[src/rtl/biquad_shelf_filter_df2t_core_defines.svh]
// Assertion macros for the biquad shelf filter core RTL
`ifndef BIQUAD_SHELF_FILTER_DF2T_CORE_DEFINES_SVH
`define BIQUAD_SHELF_FILTER_DF2T_CORE_DEFINES_SVH

`ifndef NO_ASSERTIONS

`define BQS_ASSERT_IMP(lbl, ant, cons) \
  lbl: assert property (@(posedge clk) disable iff (rst) (ant) |-> (cons)) \
    else $error("biquad core: same-cycle check failed");

`define BQS_ASSERT_NXT(lbl, ant, cons) \
  lbl: assert property (@(posedge clk) disable iff (rst) (ant) |=> (cons)) \
    else $error("biquad core: next-cycle check failed");

`else

`define BQS_ASSERT_IMP(lbl, ant, cons)

`define BQS_ASSERT_NXT(lbl, ant, cons)

`endif

`endif

[src/rtl/bqs_pkg.sv]
// Shared constants and types for the biquad shelf filter
`timescale 1ns / 1ps
package bqs_pkg;

  localparam int COEF_BITS          = 32;
  localparam int DELAY_BITS         = 56;
  localparam int DEF_SAMPLE_BITS    = 24;
  localparam int DEF_COEF_FRAC_BITS = 27;
  localparam int CFG_IDX_W          = 3;

  localparam logic [CFG_IDX_W-1:0] CFG_B0 = 3'd0;
  localparam logic [CFG_IDX_W-1:0] CFG_B1 = 3'd1;
  localparam logic [CFG_IDX_W-1:0] CFG_B2 = 3'd2;
  localparam logic [CFG_IDX_W-1:0] CFG_A1 = 3'd3;
  localparam logic [CFG_IDX_W-1:0] CFG_A2 = 3'd4;

  localparam logic [DELAY_BITS-1:0] DELAY_MAX = {1'b0, {(DELAY_BITS-1){1'b1}}};
  localparam logic [DELAY_BITS-1:0] DELAY_MIN = {1'b1, {(DELAY_BITS-1){1'b0}}};

  typedef struct packed {
    logic       clear;
    logic       step;
    logic       top;
    logic [1:0] digit;
  } bqs_dctl_t;

endpackage

[src/rtl/bqs_lane.sv]
// Radix-4 digit-serial multiply-accumulate lane, most significant digit first
`timescale 1ns / 1ps
module bqs_lane #(
  parameter int ACC_W = 2 * ((bqs_pkg::DEF_SAMPLE_BITS + 1) / 2) + bqs_pkg::COEF_BITS
) (
  input  logic                                clk,
  input  bqs_pkg::bqs_dctl_t                  ctl,
  input  logic                                negate,
  input  logic signed [bqs_pkg::COEF_BITS-1:0] coef,
  output logic signed [ACC_W-1:0]             acc
);
  import bqs_pkg::*;

  localparam int MAG_W = COEF_BITS + 2;

  logic signed [MAG_W-1:0] c_ext;
  logic signed [MAG_W-1:0] triple;
  logic signed [MAG_W-1:0] mag;
  logic                    sub;
  logic signed [ACC_W-1:0] acc_sh;
  logic signed [ACC_W-1:0] acc_next;

  always_comb begin
    c_ext = MAG_W'(coef);
    case (ctl.digit)
      2'b00:   mag = '0;
      2'b01:   mag = c_ext;
      2'b10:   mag = c_ext <<< 1;
      2'b11:   mag = ctl.top ? c_ext : triple;
      default: mag = '0;
    endcase
    sub      = (ctl.top & ctl.digit[1]) ^ negate;
    acc_sh   = acc <<< 2;
    acc_next = sub ? acc_sh - ACC_W'(mag) : acc_sh + ACC_W'(mag);
  end

  always_ff @(posedge clk) begin
    if (ctl.clear) begin
      acc    <= '0;
      triple <= c_ext + (c_ext <<< 1);
    end else if (ctl.step) begin
      acc <= acc_next;
    end
  end

endmodule
[config.mk]
export PLATFORM = sky130hd
export DESIGN_NAME = bqs_lane
export DESIGN_NICKNAME = d
export VERILOG_FILES = /design/src/rtl/biquad_shelf_filter_df2t_core_defines.svh /design/src/rtl/bqs_pkg.sv /design/src/rtl/bqs_lane.sv
export SDC_FILE = /design/constraint.sdc
export NUM_CORES = 1
export LEC_CHECK = 0
export ABC_AREA = 1
export BUFFER_PORTS_ARGS = -buffer_cell sky130_fd_sc_hd__buf_2
export CORE_MARGIN = 10
export CORE_UTILIZATION = 35
export DETAILED_ROUTE_END_ITERATION = 16
export GPL_TIMING_DRIVEN = 1
export SLEW_MARGIN = 20
export SYNTH_ARGS = -nofsm -noshare
export SYNTH_HDL_FRONTEND = slang
export SYNTH_SLANG_ARGS = --single-unit
[constraint.sdc]
create_clock -name clk -period 5 [get_ports clk]
set_clock_uncertainty 0.1 [all_clocks]
set_input_delay 0.5 -clock clk [delete_from_list [all_inputs] [get_ports clk]]
set_output_delay 0.5 -clock clk [all_outputs]
set_load 0.01 [all_outputs]
# Word-level counts from Yosys, hierarchy flattened
# Cells that the tools add are included.
# word_totals
register_bits	90
inputBits	39
output_inout_bits	56
word_cells	14
# classes
n_addsub	3
n_eq_ne	3
mux	3
bitwise	2
reduce_logical	1
# op_table
operator	count
$pmux W34 S4	1
$add A56 B34 Y56	1
$mux W56	1
$sub A56 B34 Y56	1
$add A32 B33 Y34	1
$mux W34	1
$eq A2 B2 Y1 const B	2
$eq A2 B1 Y1 const B	1
$logic_not A2 Y1	1
$and A1 B1 Y1	1
$xor A1 B1 Y1	1

# Depth between registers and ports, before layout
# Gate-level depths: netlist (run 1).
# depth
depth_word	4
mapped_depth	26
mapped_depth_nobuf	24

# Worst setup path before layout (run 1)
# No wires, ideal clock.
# synth_timing
path_type	input port to flip-flop
from	in ctl[2] (netlist name)
to	reg acc[46]
setup_ns	0.109
arrival_time_ns	3.478
required_ns	4.791
path_slack_ns	1.313
cell_stages	23
cell_sequence	buf_6 clkinv_2 nand2_1 nand2_1 nand2_1 nand2_1 inv_1 ha_1 buf_2 nor2_1 inv_2 nor2_2 inv_1 nor2_1 inv_1 nor3_1 nand3_1 nand4_1 nand2_1 nand2_1 nand3_1 nand2_1 inv_1
# synth_via
elab_chain_cells	4
# synth_rtl
element	line	text
start: declaration	bqs_lane.sv:7	input bqs_pkg::bqs_dctl_t ctl,
$mux W34	bqs_lane.sv:29	2'b11: mag = ctl.top ? c_ext : triple;
$pmux W34 S4	bqs_lane.sv:25	case (ctl.digit)
$add A56 B34 Y56 / $sub A56 B34 Y56 (equally long branches)	bqs_lane.sv:34	acc_next = sub ? acc_sh - ACC_W'(mag) : acc_sh + ACC_W'(mag);
$mux W56 *	bqs_lane.sv:34	
end signal: assignment	bqs_lane.sv:42	acc <= acc_next;
end: declaration	bqs_lane.sv:10	output logic signed [ACC_W-1:0] acc
# Every way passes the cells marked *; elsewhere a longest branch is shown, timed or not.
# A chain may end at the register's enable or synchronous reset.

# Worst setup path after layout (run 1)
# layout_timing
from	in ctl[1] (netlist name)
to	reg acc[52]
# layout_via
elab_chain_cells	4
# layout_rtl
element	line
$eq A2 B2 Y1 (tied with other cells)	bqs_lane.sv:25
$pmux W34 S4	bqs_lane.sv:25
$add A56 B34 Y56 / $sub A56 B34 Y56 (equally long branches)	bqs_lane.sv:34
$mux W56 *	bqs_lane.sv:34
# Marks and branches as above.

==> run metrics, run 1 <==
WHS Endpoint triple[0]; CP startpoint kind input pin; Worst Path Buf+Inv 5; top area cells in the synthesized netlist nand2_1 15%, ha_1 13%, nor2_1 10%; wire per inst approximately 23 µm; # rows 74; Worst-Margin Slew around 1.2 ns; maximum VDD drop about 0.16 mV; gr usage total between 20 and 30%; crit path time final ~4.5 ns; outcome completed; vias post-DR ~17000; CP endpoint kind flip-flop; max incr delay on CP just under 0.6 ns; hold path cells 1; Die H ~220 µm; Die Area around 50000 µm²; leading cell types by count after synthesis 565 x nand2_1, 405 x nor2_1, 385 x inv_1; yosys warns 0; leakage power total about 0.0081 µW; CTS root buf clkbuf_16; share of the synthesized area in the top cell type 14.5%; Max-cap violations 0; hold_buf cts 0; GRT overflow 0; final period utilization 90.3%; Post-Syn Area per Cell ~5.7 µm²; CORE AREA 41000 µm²; DP Area around 16000 µm²; diode count 0; CTS tree yes; global placement routability congestion about 1.0; Worst Slack Setup Final just under 0.5 ns; Fmax around 220 MHz; Inserted Clock Buffers 9; Mapped Area between 10000 and 15000 µm²; Slew headroom a little under a quarter; vias in the first global route 16700; Post-Syn Instances 2554; Clock Latency Late Sink around 0.42 ns; Clock Path Buffers 2; routed vias/inst around 5.5; Yosys top cell by area nand2_1; pre-CTS setup slack -0.101 ns; Setup Buffers After CTS 0; drt initial violations roughly 1600; final setup fails 0; top-count cell post-synth nand2_1; Syn Nets ~2800; FFs w/ async S/R, synth 0%; Worst Path Max Fanout 28; number of library cell types mapped by synthesis 53; pin count of the biggest net entering global routing approximately 70; critical path required time around 5.2 ns; Post-synth EDFFs 34; Initial Util 35.6%; worst hold path type in2reg; prevailing post-synth register cell dfxtp_1; min-delay src coef[0]; RR Endpoint acc[52]; Final Cell Area between 15000 and 20000 µm²; Area Growth Syn to Fin 9.25%; FF-to-FF setup slack between 0.8 and 0.9 ns; Worst R2R Start triple[2]; slowest CP cell fa_1; die width between 200 and 250 µm; drt pass-1 iters 6; critical path's most frequent cell nand2_1; unrepaired setup endpoints after global routing false; Slew Viols, Final 0; initial antenna violation count 0; input/output buffers 94; Crit Path Category in2reg; Clock transition at path regs 0.10 ns; pwr/cell area ~290 nW/µm²; IO Count between 90 and 100; final hold vios 0; Reg2Reg Depth 22; DRT antenna net count 0; dpl hpwl roughly 60 mm; Synth Register Bits 90; CP arrival around 4.7 ns; H-tree levels 3; clk sinks 90; Nets 2827; hold slack ~0.27 ns; delay-heaviest family, CP simple AND/OR/NAND/NOR gates; DRT Wirelength between 70 and 80 mm; sequential share of the synthesized area between 10% and 20%; first-pass GRT wire length 105 mm; layout cells sized above 1 ~7.6%; drt drc 0
## per-stage QoR
step	power (µW)	std cells	utilization [%]	TNS, ns
after detailed placement	3800	3152	38.2	-0.101
after global routing	4940	3168	38.9	0
after floorplan	2750	2554	-	0
after CTS	4600	3168	38.9	0
after global placement	3810	3152	38.2	-0.0324
final	4660	3168	38.9	0
## cells in the final DEF, fill, tap and decap left out, types with 11 or more instances in the layout
master / instances
inv_1: 384
o21ai_1: 22
nand4_1: 32
o211ai_1: 17
edfxtp_1: 34
a21oi_1: 243
nand2_2: 15
a31oi_1: 11
buf_2: 93
buf_4: 31
nand3_1: 132
nor2_1: 405
ha_1: 155
nand2_1: 564
o21ai_0: 189
dfxtp_1: 56
o21bai_1: 21
inv_2: 13
xor2_1: 44
nor3_1: 56
## flip-flops by register name, indices dropped and copies added, names as in the netlist
register / cells
acc: 56
triple: 34
## timing repair
| action | in CTS | in global routing |
|---|---|---|
| gates resized for setup | 0 | 1 |
| setup endpoints to repair | 0 | 1 |
| hold endpoints to repair | 0 | 0 |
## layout make-up
cell class | count | area (µm²)
Fill cell | 4683 | 25100
Multi-Input combinational cell | 2005 | 10600
Sequential cell | 90 | 2140
Inverter | 400 | 1500
Timing Repair Buffer | 125 | 718
Tap cell | 532 | 666
Clock buffer | 10 | 229
Clock inverter | 6 | 71.3
## power by group
group	switching, µW	total [µW]	internal (µW)	leakage [µW]
registers	104	982	878	0.000798
logic	2060	2880	825	0.00720
clock network	397	791	394	0.000140
total	2560	4660	2100	0.00814
## worst reg2reg max path: cells and delay by family, from the launching register on
family	cells	cell delay, ns
flops	1	0.37
fa+ha+maj	2	0.88
compound gates	2	0.23
buf+inv	2	0.12
simple gates	16	2.35
## how the worst max path moves through the flow
| stage | start | endpoint | slack (ns) | depth (start not counted) |
|---|---|---|---|---|
| finish | ctl[1] | acc[52] | 0.49 | 25 |
| global route | ctl[1] | acc[52] | 0.26 | 25 |
| CTS | ctl[1] | acc[52] | 0.35 | 25 |
| detailed placement | ctl[1] | acc[52] | -0.10 | 25 |
| global placement | ctl[1] | acc[52] | -0.03 | 25 |
| floorplan | ctl[2] | acc[46] | 1.31 | 23 |
## logic make-up after synthesis
group	synth area share, %
flops	14.7
compound gates	20.3
simple gates	35.7
buf+inv	12.6
xor+xnor	3.24
fa+ha+maj	13.5
## per-layer routing
metal / up-vias / track usage (%) / part of all wire [%]
li1: 8437 / - / -
met1: 8281 / 34.6 / 43
met2: 629 / 46.4 / 46
met3: 116 / 4.24 / 6.6
met4: 0 / 12.1 / 4.1
met5: - / 0 / 0
(Power assumes the default switching activity.)
==> run 2: changes to the inputs <==
--- a/config.mk
+++ b/config.mk
@@ -9,3 +9,3 @@
 export BUFFER_PORTS_ARGS = -buffer_cell sky130_fd_sc_hd__buf_2
-export CORE_MARGIN = 10
+export CORE_MARGIN = 2
 export CORE_UTILIZATION = 35
==> constraint.sdc (replaced) <==
create_clock -name clk -period 5 [get_ports clk]
set_clock_uncertainty 0.1 [all_clocks]
set_input_delay 1.25 -clock clk [delete_from_list [all_inputs] [get_ports clk]]
set_output_delay 1.25 -clock clk [all_outputs]
set_load 0.01 [all_outputs]
==> run metrics, run 2 (synthesized netlist as in run 1, its figures left out) <==
power share of the clock group 14.9% (-2.1 points); critical path's most frequent cell nand2_1; pwr/cell area 288 nW/µm² (-1.2%); crit path time final 4.69 ns (+0.179 ns); Clock Path Buffers 2 (unchanged); maximum VDD drop 0.145 mV (-7.8%); slowest CP cell nor3_1; Clock transition at path regs 0.08 ns (-0.02 ns); GRT overflow 0 (unchanged); Worst Path Buf+Inv 7 (+2); FF-to-FF setup slack 1.28 ns (+0.40 ns); crit-path cells buf_2 -> inv_2 -> nor2_1 -> inv_2 -> nor2_1 -> nor3_1 -> buf_4 -> ha_1 -> inv_2 -> nand3_1 -> nand2_1 -> nand2_1 -> nand2_2 -> nand3_1 -> nand2_1 -> inv_1 -> o21ai_0 -> a21oi_1 -> o21ai_0 -> nand3_1 -> nand2_1 -> inv_1; Sw Share 53.6% (-1.4 points); met2 routed WL 33.5 mm (+0.95%); max reg flops 56 (unchanged); CORE AREA 41000 µm² (unchanged); routed wl met3 4.63 mm (-2.5%); RR Endpoint acc[24]; CTS root buf clkbuf_16; Worst Slack Setup Final 0.308 ns (-0.179 ns); Nets 2972 (+5.1%); drt initial violations 1444 (-12%); final setup fails 0 (unchanged); Die Area 43400 µm² (-14%); first-pass GRT wire length 106 mm (+0.93%); Switching Power 2640 µW (+3.0%); CTS resizes 0 (unchanged); most common cell after layout, fill and taps aside nand2_1; critical path required time 5.20 ns (-0.03 ns); Clock Latency Late Sink 0.41 ns (about the same); DRT Wirelength 72.8 mm (+1.8%); Seq pwr share 20.3% (-0.8 points); global placement routability congestion 1.01 (-4.1%); delay-heaviest family, CP simple AND/OR/NAND/NOR gates; drt pass-1 iters 6 (unchanged); routed vias/inst 5.39 (-2.2%); Area Growth Syn to Fin 16.8%; hold slack 0.445 ns (+0.180 ns); layout cells sized above 1 12.4% (+4.8 points); DRT antenna net count 0 (unchanged); CP endpoint kind flip-flop; pin count of the biggest net entering global routing 94 (+38%); Worst setup startpoint ctl[1]; Initial Util 35.6% (unchanged); outcome completed; Fmax 213 MHz (-3.8%); max incr delay on CP 0.44 ns (-0.15 ns); Inserted Clock Buffers 9 (unchanged); hold_buf cts 0 (unchanged); CP arrival 4.89 ns (+0.15 ns); Slew Viols, Final 0 (unchanged); CTS tree yes; die width 208 µm (-7.1%); vias post-DR 17900 (+2.3%); pre-CTS setup slack -0.0336 ns (+0.0672 ns); commonest non-fill, non-tap cells in the layout 564 x nand2_1, 405 x nor2_1, 384 x inv_1, 243 x a21oi_1, 189 x o21ai_0; final period utilization 93.8% (+3.6 points); Comb pwr share 64.9% (+3.0 points); Top Layer Used met4; unrepaired setup endpoints after global routing false; H-tree levels 3 (unchanged); Top Registers acc x56, triple x34; worst hold path type reg2reg; cell internal pwr 2280 µW (+8.9%); # rows 74 (unchanged); Crit Path Category in2reg; leakage power total 0.00885 µW (+8.7%); input/output buffers 94 (unchanged); M1 WL 31.4 mm (+2.6%); setup TNS 0 ns (unchanged); CP Depth 22 (-12%); Worst Path Max Fanout 21 (-25%); IO Count 95 (unchanged); Worst-Margin Slew 1.04 ns (-0.113 ns); CP startpoint kind input pin; Reg2Reg Depth 19 (-14%); Reg with most FFs acc; Worst R2R Start triple[4]; Setup Buffers After CTS 0 (unchanged); Worst Setup EP acc[24]; vias in the first global route 17000 (+1.5%); drt drc 0 (unchanged); Die H 208 µm (-7.1%); Slew headroom 30.4% (+7.6 points); initial antenna violation count 1 (+1); dpl hpwl 61.8 mm (+2.3%); Util after Layout 41.6% (+2.7 points); final hold vios 0 (unchanged); wire per inst 22.0 µm (-2.7%); gr usage total 33.0% (+5.4 points); Power Total 4920 µW (+5.6%); Max-cap violations 0 (unchanged); clk sinks 90 (unchanged); diode count 0 (unchanged)
## run 2: tightest hold or removal path, delay by kind of cell (launching register included)
kind	cells	cell delay (ns)
DFF	1	0.36
AOI/OAI and AO/OA	1	0.06
and+or+nand+nor	1	0.08
## run 2: metrics by stage
stage,instances,cell area [µm²]
floorplan,2554,14600
global placement,3297,16800
detailed placement,3297,16800
CTS,3313,17100
global route,3313,17100
finish,3313,17100
## run 2: area by class of cell
cell class                      instances  area (µm²)
Inverter                              400        1500
Timing Repair Buffer                  270        1840
Tap cell                              532         666
Clock inverter                          6        50.0
Multi-Input combinational cell       2005       10600
Clock buffer                           10         229
Sequential cell                        90        2140
Fill cell                            4629       24000
## run 2: power by group through the flow
stage / Sequential, µW / Combinational [µW] / Clock, µW
floorplan: 982 / 1770 / 0
global placement: 1010 / 3110 / 0
detailed placement: 1010 / 3100 / 0
CTS: 995 / 3120 / 757
global route: 1000 / 3450 / 772
finish: 997 / 3190 / 731
## run 2: worst min-delay path by stage
stage                      start  endpoint  depth (start not counted)
after floorplan           acc[3]    acc[3]                          2
after global placement    acc[3]    acc[3]                          2
after detailed placement  acc[3]    acc[3]                          2
after CTS                 acc[3]    acc[3]                          2
after global routing      acc[3]    acc[3]                          2
final                     acc[3]    acc[3]                          2
## run 2: layer usage
layer / global-route usage, % / vias to the layer above
met1: 41.8 / 8356
met5: 0 / -
met4: 15.6 / 0
met3: 4.75 / 106
li1: - / 8738
met2: 55.2 / 658
